`config.mk`:
```
export PLATFORM = sky130hd
export DESIGN_NAME = cstp_alu
export DESIGN_NICKNAME = d
export VERILOG_FILES = /design/src/sv/cstp_pkg.sv /design/src/sv/cstp_alu.sv
export SDC_FILE = /design/constraint.sdc
export NUM_CORES = 1
export LEC_CHECK = 0
export BUFFER_PORTS_ARGS = -buffer_cell sky130_fd_sc_hd__clkbuf_2
export CAP_MARGIN = 10
export CORE_ASPECT_RATIO = 1.5
export CORE_MARGIN = 2
export CORE_UTILIZATION = 48
export DETAILED_ROUTE_END_ITERATION = 8
export PLACE_DENSITY_LB_ADDON = 0.3
export SLEW_MARGIN = 5
export SYNTH_ARGS = -nofsm -noshare
export SYNTH_HDL_FRONTEND = slang
export SYNTH_SLANG_ARGS = --single-unit
```
`constraint.sdc`:
```
create_clock -name vclk -period 5.45
set_input_delay 1.09 -clock vclk [all_inputs]
set_output_delay 1.09 -clock vclk [all_outputs]
set_load 0.1 [all_outputs]
```
`src/sv/cstp_pkg.sv`:
```
// ----------------------------------------------------------------------------
// Call stack time profiler package
// Shared constants, codes and beat types of the call stack time profiler.
// ----------------------------------------------------------------------------
package cstp_pkg;

	localparam int STACK_DEPTH_DEF = 32;
	localparam int FRAME_BITS_DEF  = 16;
	localparam int RESULT_CAP      = 32;

	localparam int ID_W     = 16;
	localparam int TIME_W   = 64;
	localparam int TDEPTH_W = 6;

	localparam int CFG_W     = 16;
	localparam int CFG_IDX_W = 2;

	localparam logic [CFG_IDX_W-1:0] REG_PROFILE_EN = 2'd0;
	localparam logic [CFG_IDX_W-1:0] REG_TRACE_EN   = 2'd1;
	localparam logic [CFG_IDX_W-1:0] REG_RESUME_ID  = 2'd2;

	typedef enum logic [1:0] {
		CMD_ENTER  = 2'd0,
		CMD_LEAVE  = 2'd1,
		CMD_TAIL   = 2'd2,
		CMD_UNWIND = 2'd3
	} cmd_t;

	typedef enum logic {
		ALU_SUB_FLOOR = 1'b0,
		ALU_ADD_SAT   = 1'b1
	} alu_op_t;

	typedef struct packed {
		cmd_t                cmd;
		logic [ID_W-1:0]     entry_id;
		logic [TIME_W-1:0]   now_time;
		logic [TDEPTH_W-1:0] goal_depth;
	} item_t;

	typedef struct packed {
		logic [ID_W-1:0]     popped_frame;
		logic [ID_W-1:0]     parent_frame;
		logic                has_parent;
		logic [TIME_W-1:0]   inclusive_time;
		logic [TIME_W-1:0]   self_time;
		logic [TDEPTH_W-1:0] depth_after;
		logic                overflow;
		logic                last;
	} result_t;

endpackage

```
`src/sv/cstp_alu.sv`:
```
// ----------------------------------------------------------------------------
// Call stack time profiler shared adder
// One 64-bit adder that either subtracts with a floor at zero or adds with
// saturation at all ones.
// ----------------------------------------------------------------------------
module cstp_alu (
	input  cstp_pkg::alu_op_t          op,
	input  logic [cstp_pkg::TIME_W-1:0] a,
	input  logic [cstp_pkg::TIME_W-1:0] b,
	output logic [cstp_pkg::TIME_W-1:0] y
);
	import cstp_pkg::*;

	logic              is_sub;
	logic [TIME_W:0]   sum;

	assign is_sub = (op == ALU_SUB_FLOOR);
	assign sum = {1'b0, a} + {1'b0, (is_sub ? ~b : b)} + (TIME_W+1)'(is_sub);

	// For a subtraction the carry out means no borrow; for an addition it
	// means the sum did not fit.
	always_comb begin
		unique case (op)
			ALU_SUB_FLOOR: y = sum[TIME_W] ? sum[TIME_W-1:0] : '0;
			ALU_ADD_SAT:   y = sum[TIME_W] ? '1 : sum[TIME_W-1:0];
			default:       y = '0;
		endcase
	end

endmodule

```
# == Word-level counts from Yosys, hierarchy flattened ==
# Index checks and enable logic that the tools add are counted.
# totals
regBits,0
in_bits,129
output_inout_bits,64
elab_cells,8
# classes
addsub,2
n_mux,4
n_bitwise,2
# op_table
op,n
2-to-1 mux 64 bit,3
one-hot mux 64 bit (2 select lines),1
adder 64 x 64 -> 65 bit,1
adder 65 x 1 -> 65 bit,1
NOT 64 bit,1
NOT 1 bit,1

# == Depth between registers and ports, before layout ==
# Gate-level depths: netlist of the first run.
# depth
word_depth,6
mapped_depth,18
ltp_nobuf,15

# == Worst setup path after synthesis of the first run ==
# Ideal clock, no wire load.
# synth_timing
kind,in2out
from,in op
to,out y[54] (netlist name)
t_arrival_ps,6286
required_ps,4360
slack_ps,-1926
path_stages,17
path_buffers,4
cell_sequence,buf_6 > buf_6 > clkbuf_1 > xnor2_1 > ha_1 > clkbuf_8 > nand4_1 > nor4_1 > nand3_1 > a211oi_2 > nor3_2 > o31a_4 > nor3_4 > o311ai_4 > a32oi_4 > nor2_4 > o21ai_0
# synth_between
elab_chain_cells,5
word_cells_on_any_way,7
cone_classes,2 x add/sub; 4 x mux; 1 x bitwise
# synth_lines
item,line,text
from (decl),cstp_alu.sv:7,"input cstp_pkg::alu_op_t op,"
2-to-1 mux 64 bit,cstp_alu.sv:18,"assign sum = {1'b0, a} + {1'b0, (is_sub ? ~b : b)} + (TIME_W+1)'(is_sub);"
adder 64 x 64 -> 65 bit,cstp_alu.sv:18,
adder 65 x 1 -> 65 bit,cstp_alu.sv:18,
"2-to-1 mux 64 bit, on equally long branches","cstp_alu.sv:25, cstp_alu.sv:24",
one-hot mux 64 bit (2 select lines) (*),cstp_alu.sv:23,unique case (op)
to (decl),cstp_alu.sv:10,output logic [cstp_pkg::TIME_W-1:0] y
# Mark *: on every way between the ends. The rest lies on a longest branch, timed or not.

# == Final worst setup path of the first run ==
# layout_timing
from,in op
to,out y[37] (netlist name)
# Same word-level chain as after synthesis.

==> flow_results.xml, run 1 <==
<?xml version="1.0" encoding="UTF-8"?>
<metrics>
  <group name="placement">
    <metric name="dpl_worst_slack" unit="ps">-416</metric>
    <metric name="gp_congestion" unit="">1.02</metric>
    <metric name="placement.io_buffers" unit="">193</metric>
    <metric name="dpl_wire_length" unit="mm">17.7</metric>
  </group>
  <group name="die">
    <metric name="top_level_ports" unit="">193</metric>
    <metric name="die_h" unit="um">130</metric>
    <metric name="placeableCoreArea" unit="mm^2">0.0105</metric>
    <metric name="die_area" unit="mm^2">0.0115</metric>
    <metric name="start_util" unit="">0.488</metric>
    <metric name="floorplan.die.width" unit="um">88.2</metric>
    <metric name="floorplan.rows" unit="">46</metric>
  </group>
  <group name="power_and_ir_drop">
    <metric name="cell_internal_pwr" unit="mW">1.44</metric>
    <metric name="vdd_drop_max" unit="mV">0.478</metric>
    <metric name="p_leak" unit="nW">4.47</metric>
    <metric name="power_frac_comb" unit="">1.000</metric>
    <metric name="power.share.switching" unit="">0.595</metric>
    <metric name="clock_power_share" unit="">0</metric>
    <metric name="total_power" unit="mW">3.54</metric>
    <metric name="net_switching" unit="mW">2.11</metric>
    <metric name="power.share.sequential" unit="">0</metric>
    <metric name="power_density" unit="mW/mm^2">370</metric>
  </group>
  <group name="grt">
    <metric name="grt_antenna_before_repair" unit="">0</metric>
    <metric name="grt_pass1_wl" unit="mm">35.8</metric>
    <metric name="grt_max_degree" unit="">23</metric>
    <metric name="via_count_of_the_first_global_routing_pass" unit="">7787</metric>
    <metric name="gr-usage-all-layers" unit="">0.389</metric>
    <metric name="grt.overflow.total" unit="">0</metric>
  </group>
  <group name="layout">
    <metric name="areaGrowthSynthToFinish" unit="%">87.5</metric>
    <metric name="fraction_of_layout_instances_using_a_drive_strength_above_1" unit="">0.515</metric>
    <metric name="final-seq-area" unit="um^2">0</metric>
    <metric name="nFlopsAndLatches" unit="">0</metric>
    <metric name="num_antenna_cells" unit="">0</metric>
    <metric name="finalNetCount" unit="">1280</metric>
    <metric name="clock_buffer_count" unit="">0</metric>
  </group>
  <group name="drt">
    <metric name="ant_nets" unit="">0</metric>
    <metric name="number_of_iterations_in_the_first_detailed_routing_pass" unit="">5</metric>
    <metric name="drtIter0Drc" unit="">645</metric>
    <metric name="post_drt_via_cell_ratio" unit="">6.38</metric>
    <metric name="vias" unit="">7799</metric>
    <metric name="avgRoutedWirePerCell" unit="um">22.6</metric>
    <metric name="wirelength" unit="mm">27.6</metric>
    <metric name="drc" unit="">0</metric>
  </group>
  <group name="sta">
    <metric name="hold_slack" unit="ps">2890</metric>
    <metric name="fin_tns_setup" unit="ps">-21920</metric>
    <metric name="setup_repair_after_global_routing_missed_its_margin" unit="">true</metric>
    <metric name="final_hold_viol_count" unit="">0</metric>
    <metric name="setup_ws" unit="ps">-399</metric>
    <metric name="max_freq" unit="GHz">0.171</metric>
    <metric name="finalCriticalPeriod" unit="ps">5850</metric>
    <metric name="timing.final.crit_share" unit="">1.07</metric>
    <metric name="headroom_to_the_max_slew_limit" unit="">0.618</metric>
    <metric name="setup-violations-final" unit="">64</metric>
    <metric name="worst_slew_pin_tran" unit="ps">574</metric>
    <metric name="timing_max_transition_violations_final" unit="">0</metric>
  </group>
  <group name="worst_setup_path">
    <metric name="critical_path_cell_by_cell" unit="">buf_16 -&gt; buf_16 -&gt; xnor2_1 -&gt; ha_1 -&gt; nand4_1 -&gt; nor4_2 -&gt; nand3_1 -&gt; a211oi_4 -&gt; nor3_2 -&gt; o31a_4 -&gt; nor3_4 -&gt; o311ai_4 -&gt; a32oi_4 -&gt; buf_8 -&gt; buf_12 -&gt; maj3_4 -&gt; buf_12</metric>
    <metric name="worst-endpoint-arrival" unit="ps">4760</metric>
    <metric name="max_stage_delay" unit="ps">360</metric>
    <metric name="crit_path_category" unit="">in -&gt; out</metric>
    <metric name="startpoint_type" unit="">input pin</metric>
    <metric name="timing.critical_path.required" unit="ps">4360</metric>
    <metric name="critical_path.slowest_cell" unit="">sky130_fd_sc_hd__nor4_2</metric>
    <metric name="critical_path.max_fanout" unit="">8</metric>
    <metric name="setup.worst_path.end_class" unit="">output pin</metric>
  </group>
  <group name="logic_synthesis">
    <metric name="post_synth_inst_count" unit="">700</metric>
    <metric name="synthDistinctLibCells" unit="">64</metric>
    <metric name="synthesis.area" unit="mm^2">0.00511</metric>
    <metric name="portion_of_the_post_synthesis_area_used_by_sequential_elements" unit="">0</metric>
    <metric name="yosys_warnings" unit="">0</metric>
    <metric name="synth.net_count" unit="">899</metric>
    <metric name="syn-mean-instance-area" unit="um^2">7.30</metric>
  </group>
  <group name="run_status">
    <metric name="failed_checks" unit="">setup timing</metric>
    <metric name="outcome" unit="">complete, but fails checks</metric>
  </group>
  <group name="worst_hold_path">
    <metric name="hp-start" unit="">op</metric>
    <metric name="hold_depth" unit="">4</metric>
    <metric name="worstHoldPathType" unit="">in -&gt; out</metric>
    <metric name="worstHoldEndpoint" unit="">y[16]</metric>
  </group>
  <group name="flow_run">
    <metric name="maxCapViolCount" unit="">0</metric>
  </group>
  <group name="clock_tree">
    <metric name="hold_buffers" unit="">0</metric>
  </group>
</metrics>
-- logic make-up after synthesis --
logic type,after synthesis,synth area share
AOI/OAI and AO/OA,222,0.276
and+or+nand+nor,173,0.164
xor gates and xnor gates,126,0.216
adders and majority gates,120,0.272
buffers and inverters,59,0.0722
-- routing by layer --
metal / routed length, um / track usage / vias up
met5: 64 / 0 / -
met4: 2880 / 0.291 / 2
met3: 2420 / 0.0639 / 272
met2: 14000 / 0.753 / 679
met1: 8240 / 0.347 / 3558
li1: - / - / 3288
-- power by group through the flow --
| stage | clock network [mW] | logic (mW) | registers (mW) |
|---|---|---|---|
| floorplan | 0 | 2.09 | 0 |
| global placement | 0 | 3.20 | 0 |
| detailed placement | 0 | 3.26 | 0 |
| CTS | 0 | 3.35 | 0 |
| global route | 0 | 3.64 | 0 |
| finish | 0 | 3.54 | 0 |
-- worst max-delay path, delay by kind of cell --
family,cells,cell delay [ps]
compound gates,4,990
xor+xnor,1,150
fa+ha+maj,2,550
buf+inv,5,860
simple gates,5,1090
-- Yosys cell counts, types with 7 or more instances --
| master | instances | share of area |
|---|---|---|
| sky130_fd_sc_hd__xnor2_1 | 99 | 0.17 |
| sky130_fd_sc_hd__a21oi_1 | 89 | 0.087 |
| sky130_fd_sc_hd__ha_1 | 69 | 0.17 |
| sky130_fd_sc_hd__nand2_1 | 60 | 0.044 |
| sky130_fd_sc_hd__nor2_1 | 48 | 0.035 |
| sky130_fd_sc_hd__maj3_1 | 47 | 0.092 |
| sky130_fd_sc_hd__o21ai_0 | 41 | 0.040 |
| sky130_fd_sc_hd__xor2_1 | 27 | 0.046 |
| sky130_fd_sc_hd__a21o_1 | 23 | 0.034 |
| sky130_fd_sc_hd__inv_1 | 20 | 0.015 |
| sky130_fd_sc_hd__nand4_1 | 20 | 0.024 |
| sky130_fd_sc_hd__clkbuf_1 | 15 | 0.011 |
| sky130_fd_sc_hd__buf_6 | 12 | 0.026 |
| sky130_fd_sc_hd__a31oi_1 | 11 | 0.013 |
| sky130_fd_sc_hd__a21oi_2 | 9 | 0.015 |
| sky130_fd_sc_hd__o21bai_1 | 8 | 0.012 |
| sky130_fd_sc_hd__nor2b_1 | 7 | 0.0086 |
| sky130_fd_sc_hd__o21a_1 | 7 | 0.010 |
-- placed cells by master (no fill, tap or decap), types with 7 or more instances in the layout --
master                     netlist  layout
sky130_fd_sc_hd__a21o_1         23      23
sky130_fd_sc_hd__a21oi_1        89      73
sky130_fd_sc_hd__a21oi_2         9      13
sky130_fd_sc_hd__a21oi_4         0      12
sky130_fd_sc_hd__a31oi_1        11      11
sky130_fd_sc_hd__buf_12          0      72
sky130_fd_sc_hd__buf_4           6     202
sky130_fd_sc_hd__clkbuf_2        1     128
sky130_fd_sc_hd__ha_1           69      65
sky130_fd_sc_hd__inv_1          20      18
sky130_fd_sc_hd__maj3_2          3      10
sky130_fd_sc_hd__maj3_4          0      40
sky130_fd_sc_hd__nand2_1        60      59
sky130_fd_sc_hd__nand4_1        20      20
sky130_fd_sc_hd__nor2_1         48      47
sky130_fd_sc_hd__nor2b_1         7       7
sky130_fd_sc_hd__o21a_1          7       7
sky130_fd_sc_hd__o21ai_0        41      31
sky130_fd_sc_hd__o21ai_1         4       7
sky130_fd_sc_hd__o21bai_1        8       7
sky130_fd_sc_hd__xnor2_1        99      87
sky130_fd_sc_hd__xnor2_2         0      11
sky130_fd_sc_hd__xor2_1         27      27
-- worst max path at each step --
stage	slack [ps]	from	endpoint	depth (start not counted)
floorplan	-450	op	y[53]	17
global placement	-410	op	y[58]	16
detailed placement	-420	op	y[58]	16
CTS	-100	op	y[62]	19
global route	-650	op	y[37]	17
finish	-400	op	y[37]	17
-- through the flow --
stage | area (um^2) | util | cells
3_5_place_dp | 8740 | 0.835 | 1187
3_3_place_gp | 8740 | 0.835 | 1187
6_report | 9580 | 0.915 | 1223
5_1_grt | 9580 | 0.915 | 1223
2_1_floorplan | 5520 | - | 700
4_1_cts | 9230 | 0.881 | 1210
-- final cells by class --
| cell class | instances | area [um^2] |
|---|---|---|
| fill | 415 | 895 |
| inverter | 20 | 77.6 |
| multi-input combinational | 641 | 5400 |
| tap | 144 | 180 |
| timing repair buffer | 418 | 3920 |
-- repair_timing --
item / in CTS / in global routing
gates resized for setup: 54 / 33
buffers inserted: 20 / 9
cloned: 3 / 4
pin swaps: 20 / 18
setup endpoints to repair: 64 / 64
No activity file was read; power rests on OpenSTA's default activity.
==> inputs of run 2 (changes only) <==
- BUFFER_PORTS_ARGS: -buffer_cell sky130_fd_sc_hd__clkbuf_2 -> default
- CORE_UTILIZATION: 48 -> 60
- DONT_BUFFER_PORTS: default -> 1
==> run 2 against run 1 <==
The flow still finishes with violations (setup timing). Non-clock buffer count down 329. Maximum frequency up 6.3%. Via count decreased by 29%. Critical path type unchanged. Highest routed layer is now met4.
==> flow_results.xml, run 2 (synthesis results as in run 1) <==
<?xml version="1.0" encoding="UTF-8"?>
<metrics>
  <group name="run_status">
    <metric name="outcome" unit="">complete, but fails checks</metric>
    <metric name="failed_checks" unit="">setup timing</metric>
  </group>
  <group name="power_and_ir_drop">
    <metric name="p_leak" unit="nW">2.70</metric>
    <metric name="power_density" unit="mW/mm^2">419</metric>
    <metric name="vdd_drop_max" unit="mV">0.348</metric>
    <metric name="total_power" unit="mW">2.77</metric>
  </group>
  <group name="die">
    <metric name="start_util" unit="">0.611</metric>
    <metric name="placeableCoreArea" unit="mm^2">0.00836</metric>
    <metric name="floorplan.rows" unit="">41</metric>
    <metric name="floorplan.die.width" unit="um">79.3</metric>
    <metric name="die_h" unit="um">117</metric>
    <metric name="die_area" unit="mm^2">0.00928</metric>
    <metric name="top_level_ports" unit="">193</metric>
  </group>
  <group name="layout">
    <metric name="num_antenna_cells" unit="">0</metric>
    <metric name="leading_cell_types_in_the_layout_fill_and_taps_excluded" unit="">sky130_fd_sc_hd__xnor2_1 (98), sky130_fd_sc_hd__a21oi_1 (83), sky130_fd_sc_hd__ha_1 (67), sky130_fd_sc_hd__nand2_1 (59), sky130_fd_sc_hd__nor2_1 (48)</metric>
    <metric name="nFlopsAndLatches" unit="">0</metric>
    <metric name="final_core_utilization" unit="">0.792</metric>
    <metric name="layout.cells.most_common" unit="">sky130_fd_sc_hd__xnor2_1</metric>
    <metric name="fraction_of_layout_instances_using_a_drive_strength_above_1" unit="">0.257</metric>
    <metric name="clock_buffer_count" unit="">0</metric>
    <metric name="areaGrowthSynthToFinish" unit="%">29.7</metric>
    <metric name="final-seq-area" unit="um^2">0</metric>
    <metric name="finalNetCount" unit="">952</metric>
  </group>
  <group name="worst_setup_path">
    <metric name="critical_path_cell_by_cell" unit="">or2_4 -&gt; nand2_4 -&gt; inv_2 -&gt; fa_2 -&gt; nand2b_4 -&gt; a21o_1 -&gt; a31o_4 -&gt; a211oi_4 -&gt; nor3_4 -&gt; o31a_4 -&gt; nor3_4 -&gt; o311ai_4 -&gt; a32oi_4 -&gt; buf_12 -&gt; nand2_4 -&gt; buf_12 -&gt; a21oi_4 -&gt; buf_12</metric>
    <metric name="crit_path_category" unit="">in -&gt; out</metric>
    <metric name="critical_path.max_fanout" unit="">117</metric>
    <metric name="setup.worst_path.end_class" unit="">output pin</metric>
    <metric name="timing.critical_path.required" unit="ps">4360</metric>
    <metric name="crit_path_frequent_cell" unit="">sky130_fd_sc_hd__buf_12</metric>
    <metric name="startpoint_type" unit="">input pin</metric>
    <metric name="max_stage_delay" unit="ps">330</metric>
    <metric name="critical_path.slowest_cell" unit="">sky130_fd_sc_hd__fa_2</metric>
    <metric name="worst-endpoint-arrival" unit="ps">4410</metric>
  </group>
  <group name="sta">
    <metric name="timing_max_transition_violations_final" unit="">0</metric>
    <metric name="finalCriticalPeriod" unit="ps">5500</metric>
    <metric name="setup-violations-final" unit="">18</metric>
    <metric name="timing.final.crit_share" unit="">1.01</metric>
    <metric name="setup_ws" unit="ps">-54.3</metric>
    <metric name="final_hold_viol_count" unit="">0</metric>
    <metric name="headroom_to_the_max_slew_limit" unit="">0.675</metric>
    <metric name="fin_tns_setup" unit="ps">-419</metric>
    <metric name="setup_repair_after_global_routing_missed_its_margin" unit="">true</metric>
    <metric name="max_freq" unit="GHz">0.182</metric>
    <metric name="worst_slew_pin_tran" unit="ps">482</metric>
  </group>
  <group name="grt">
    <metric name="grt.overflow.total" unit="">0</metric>
    <metric name="grt_antenna_before_repair" unit="">0</metric>
    <metric name="grt_pass1_wl" unit="mm">25.0</metric>
    <metric name="via_count_of_the_first_global_routing_pass" unit="">5626</metric>
    <metric name="grt_max_degree" unit="">118</metric>
    <metric name="gr-usage-all-layers" unit="">0.324</metric>
  </group>
  <group name="drt">
    <metric name="vias" unit="">5547</metric>
    <metric name="avgRoutedWirePerCell" unit="um">19.1</metric>
    <metric name="post_drt_via_cell_ratio" unit="">6.47</metric>
    <metric name="drc" unit="">0</metric>
    <metric name="number_of_iterations_in_the_first_detailed_routing_pass" unit="">5</metric>
    <metric name="ant_nets" unit="">0</metric>
    <metric name="drtIter0Drc" unit="">290</metric>
    <metric name="wirelength" unit="mm">16.4</metric>
  </group>
  <group name="placement">
    <metric name="placement.io_buffers" unit="">0</metric>
    <metric name="dpl_wire_length" unit="mm">13.3</metric>
    <metric name="gp_congestion" unit="">0.967</metric>
    <metric name="dpl_worst_slack" unit="ps">-154</metric>
  </group>
  <group name="flow_run">
    <metric name="maxCapViolCount" unit="">0</metric>
  </group>
  <group name="worst_hold_path">
    <metric name="worstHoldPathType" unit="">in -&gt; out</metric>
  </group>
</metrics>
-- run 2: cell types whose count changed in the layout (fill, tap and decap cells not counted), sizes merged --
cell    before  now
buf        286   87
clkbuf     132    2
nor2        49   50
-- run 2: layout make-up --
type,count,area [um^2]
Fill cell,586,1740
Inverter,20,75.1
Multi-Input combinational cell,642,5160
Tap cell,107,134
Timing Repair Buffer,89,1250
-- run 2: path summary, 6_finish.rpt --
check	cells past startpoint	start	endpoint	slack [ps]
worst min-delay path	2	op	y[37]	2520
worst max-delay path	18	op	y[62]	-50
-- run 2: critical path: cells and delay by family --
kind / cells / cell delay, ps
compound gates: 7 / 1560
fa+ha+maj: 1 / 330
buf+inv: 4 / 590
simple gates: 6 / 790
-- run 2: where the power goes --
| part | total, mW | leakage, nW | switching (mW) | internal [mW] |
|---|---|---|---|---|
| Combinational | 2.77 | 2.70 | 1.81 | 0.959 |
| Sequential | 0 | 0 | 0 | 0 |
| Clock | 0 | 0 | 0 | 0 |
| Total | 2.77 | 2.70 | 1.81 | 0.959 |
-- run 2: metal layers --
| layer | vias to the layer above | GRT usage | wire, um |
|---|---|---|---|
| met3 | 68 | 0.0399 | 848 |
| met1 | 2591 | 0.322 | 5560 |
| met4 | 0 | 0.159 | 809 |
| met5 | - | 0 | 0 |
| met2 | 259 | 0.651 | 9170 |
| li1 | 2629 | - | - |
-- run 2: per-stage QoR --
| stage | cells | hold slack, ps | cell area [um^2] |
|---|---|---|---|
| after floorplan | 700 | 2710 | 5520 |
| after global placement | 850 | 2530 | 6400 |
| after detailed placement | 850 | 2530 | 6400 |
| after CTS | 852 | 2530 | 6460 |
| after global routing | 858 | 2530 | 6620 |
| final | 858 | 2520 | 6620 |
-- run 2: what timing repair did --
action                     in CTS  in global routing
setup buffers                   1                  4
setup endpoints to repair      64                 64
cloned                          1                  2
pin swaps                      11                 16
hold buffers                    0                  0
gates resized for setup         9                 21
==> inputs of run 3 (changes only) <==
--- a/config.mk
+++ b/config.mk
@@ -12,5 +12,5 @@
 export DETAILED_ROUTE_END_ITERATION = 8
 export DONT_BUFFER_PORTS = 1
-export PLACE_DENSITY_LB_ADDON = 0.3
+export PLACE_DENSITY = 0.8
 export SLEW_MARGIN = 5
 export SYNTH_ARGS = -nofsm -noshare
==> constraint.sdc (replaced) <==
create_clock -name vclk -period 5.45
set_input_delay 1.09 -clock vclk [all_inputs]
set_output_delay 1.09 -clock vclk [all_outputs]
set_load 0.05 [all_outputs]
==> run 3 against run 2 <==
The run still ends with setup timing left. Die area unchanged. Global-route usage decreased by 1.0 points. Flip-flop and latch count unchanged. Maximum frequency increased by 0.21%.
==> flow_results.xml, run 3 (synthesis results as in run 1) <==
<?xml version="1.0" encoding="UTF-8"?>
<metrics>
  <group name="layout">
    <metric name="leading_cell_types_in_the_layout_fill_and_taps_excluded" unit="">sky130_fd_sc_hd__xnor2_1 (98), sky130_fd_sc_hd__a21oi_1 (83), sky130_fd_sc_hd__ha_1 (69), sky130_fd_sc_hd__nand2_1 (59), sky130_fd_sc_hd__nor2_1 (48)</metric>
    <metric name="multi_input_comb_area" unit="mm^2">0.00515</metric>
    <metric name="nFlopsAndLatches" unit="">0</metric>
    <metric name="layout.cells.most_common" unit="">sky130_fd_sc_hd__xnor2_1</metric>
    <metric name="final-seq-area" unit="um^2">0</metric>
    <metric name="clock_buffer_count" unit="">0</metric>
    <metric name="areaGrowthSynthToFinish" unit="%">22.8</metric>
    <metric name="finalNetCount" unit="">936</metric>
    <metric name="fraction_of_layout_instances_using_a_drive_strength_above_1" unit="">0.231</metric>
    <metric name="num_antenna_cells" unit="">0</metric>
    <metric name="final.fill_count" unit="">605</metric>
  </group>
  <group name="die">
    <metric name="die_h" unit="um">117</metric>
    <metric name="placeableCoreArea" unit="mm^2">0.00836</metric>
    <metric name="top_level_ports" unit="">193</metric>
    <metric name="start_util" unit="">0.611</metric>
    <metric name="floorplan.rows" unit="">41</metric>
    <metric name="die_area" unit="mm^2">0.00928</metric>
    <metric name="floorplan.die.width" unit="um">79.3</metric>
  </group>
  <group name="sta">
    <metric name="timing.final.crit_share" unit="">1.01</metric>
    <metric name="setup_ws" unit="ps">-42.8</metric>
    <metric name="final_hold_viol_count" unit="">0</metric>
    <metric name="headroom_to_the_max_slew_limit" unit="">0.672</metric>
    <metric name="max_freq" unit="GHz">0.182</metric>
    <metric name="timing_max_transition_violations_final" unit="">0</metric>
    <metric name="setup_repair_after_global_routing_missed_its_margin" unit="">true</metric>
    <metric name="setup-violations-final" unit="">41</metric>
    <metric name="hold_slack" unit="ps">2440</metric>
    <metric name="fin_tns_setup" unit="ps">-715</metric>
    <metric name="finalCriticalPeriod" unit="ps">5490</metric>
    <metric name="worst_slew_pin_tran" unit="ps">490</metric>
  </group>
  <group name="drt">
    <metric name="drc" unit="">0</metric>
    <metric name="number_of_iterations_in_the_first_detailed_routing_pass" unit="">5</metric>
    <metric name="ant_nets" unit="">0</metric>
    <metric name="wirelength" unit="mm">16.1</metric>
    <metric name="vias" unit="">5410</metric>
    <metric name="post_drt_via_cell_ratio" unit="">6.43</metric>
    <metric name="avgRoutedWirePerCell" unit="um">19.1</metric>
    <metric name="drtIter0Drc" unit="">242</metric>
  </group>
  <group name="worst_setup_path">
    <metric name="worst-endpoint-arrival" unit="ps">4400</metric>
    <metric name="crit_path_frequent_cell" unit="">sky130_fd_sc_hd__nor3_4</metric>
    <metric name="critical_path.slowest_cell" unit="">sky130_fd_sc_hd__a32oi_4</metric>
    <metric name="family_with_the_most_delay_on_the_worst_path" unit="">compound AO/OA/AOI/OAI gates</metric>
    <metric name="critical_path_cell_by_cell" unit="">or2_4 -&gt; nand2_4 -&gt; inv_2 -&gt; fa_2 -&gt; nand2b_4 -&gt; a21o_1 -&gt; a31o_4 -&gt; a211oi_4 -&gt; nor3_4 -&gt; o31a_4 -&gt; nor3_4 -&gt; o311ai_4 -&gt; a32oi_4 -&gt; buf_6 -&gt; clkbuf_16 -&gt; maj3_4</metric>
    <metric name="max_stage_delay" unit="ps">370</metric>
    <metric name="crit_path_category" unit="">in -&gt; out</metric>
    <metric name="critical_path.max_fanout" unit="">118</metric>
    <metric name="setup.worst_path.end_class" unit="">output pin</metric>
    <metric name="timing.critical_path.required" unit="ps">4360</metric>
    <metric name="cp.buffers_inverters" unit="">3</metric>
    <metric name="startpoint_type" unit="">input pin</metric>
  </group>
  <group name="worst_hold_path">
    <metric name="worstHoldEndpoint" unit="">y[27]</metric>
    <metric name="hp-start" unit="">op</metric>
    <metric name="hold_depth" unit="">1</metric>
    <metric name="worstHoldPathType" unit="">in -&gt; out</metric>
  </group>
  <group name="flow_run">
    <metric name="maxCapViolCount" unit="">0</metric>
  </group>
  <group name="run_status">
    <metric name="failed_checks" unit="">setup timing</metric>
    <metric name="outcome" unit="">complete, but fails checks</metric>
  </group>
  <group name="grt">
    <metric name="gr-usage-all-layers" unit="">0.314</metric>
    <metric name="grt_antenna_before_repair" unit="">0</metric>
    <metric name="grt.overflow.total" unit="">0</metric>
    <metric name="grt_pass1_wl" unit="mm">24.0</metric>
    <metric name="via_count_of_the_first_global_routing_pass" unit="">5236</metric>
    <metric name="grt_max_degree" unit="">119</metric>
  </group>
  <group name="clock_tree">
    <metric name="hold_buffers" unit="">0</metric>
  </group>
  <group name="power_and_ir_drop">
    <metric name="p_leak" unit="nW">2.54</metric>
    <metric name="power_density" unit="mW/mm^2">325</metric>
    <metric name="vdd_drop_max" unit="mV">0.260</metric>
  </group>
  <group name="placement">
    <metric name="dpl_wire_length" unit="mm">12.9</metric>
    <metric name="placement.io_buffers" unit="">0</metric>
    <metric name="gp_congestion" unit="">0.930</metric>
    <metric name="dpl_worst_slack" unit="ps">-128</metric>
  </group>
</metrics>
run 3: changes by cell type in the layout (fill, tap and decap cells not counted), moves of 2 or more:
cell and change:
sky130_fd_sc_hd__ha_1 +2, sky130_fd_sc_hd__nand2_8 +2, sky130_fd_sc_hd__clkbuf_16 +2, sky130_fd_sc_hd__maj3_4 +2
sky130_fd_sc_hd__buf_12 -20, sky130_fd_sc_hd__ha_2 -2, sky130_fd_sc_hd__o21ai_4 -2, sky130_fd_sc_hd__buf_4 -4
sky130_fd_sc_hd__buf_6 +6, sky130_fd_sc_hd__o21ai_1 +2, sky130_fd_sc_hd__maj3_2 -2
run 3: how the worst max path moves through the flow:
stage,slack [ps],start,to,cells after the start
floorplan,-190,op,y[53],17
global placement,-60,op,y[2],16
detailed placement,-130,op,y[2],16
CTS,-20,op,y[46],16
global route,-100,op,y[58],19
finish,-40,op,y[42],16
run 3: final cells by class:
| class | instances | share of cell area |
|---|---|---|
| Inverter | 20 | 0.0120 |
| Multi-Input combinational cell | 643 | 0.821 |
| Tap cell | 107 | 0.0213 |
| Timing Repair Buffer | 72 | 0.145 |
run 3: where the power goes:
part	switching [mW]	internal (mW)
logic	1.22	0.816
clock network	0	0
registers	0	0
total	1.22	0.816
run 3: layer usage:
metal	share of wire	vias up	wire (um)	global-route usage
li1	-	2601	-	-
met1	0.34	2546	5540	0.309
met2	0.57	217	9140	0.657
met3	0.050	46	799	0.0399
met4	0.039	0	629	0.106
met5	0	-	0	0
run 3: metrics by stage:
| stage | cell area [um^2] | utilization | instances | total power [mW] |
|---|---|---|---|---|
| after floorplan | 5490 | - | 700 | 1.52 |
| after global placement | 5930 | 0.710 | 829 | 1.89 |
| after detailed placement | 5930 | 0.710 | 829 | 1.92 |
| after CTS | 6010 | 0.719 | 833 | 1.95 |
| after global routing | 6270 | 0.750 | 842 | 2.15 |
| final | 6270 | 0.750 | 842 | 2.04 |
run 3: repair_timing:
action / CTS / global route
endpoints found under the hold margin: 0 / 0
setup endpoints to repair: 62 / 64
cloned: 2 / 5
gates resized for setup: 8 / 32
pin swaps: 19 / 21
buffers inserted: 2 / 4
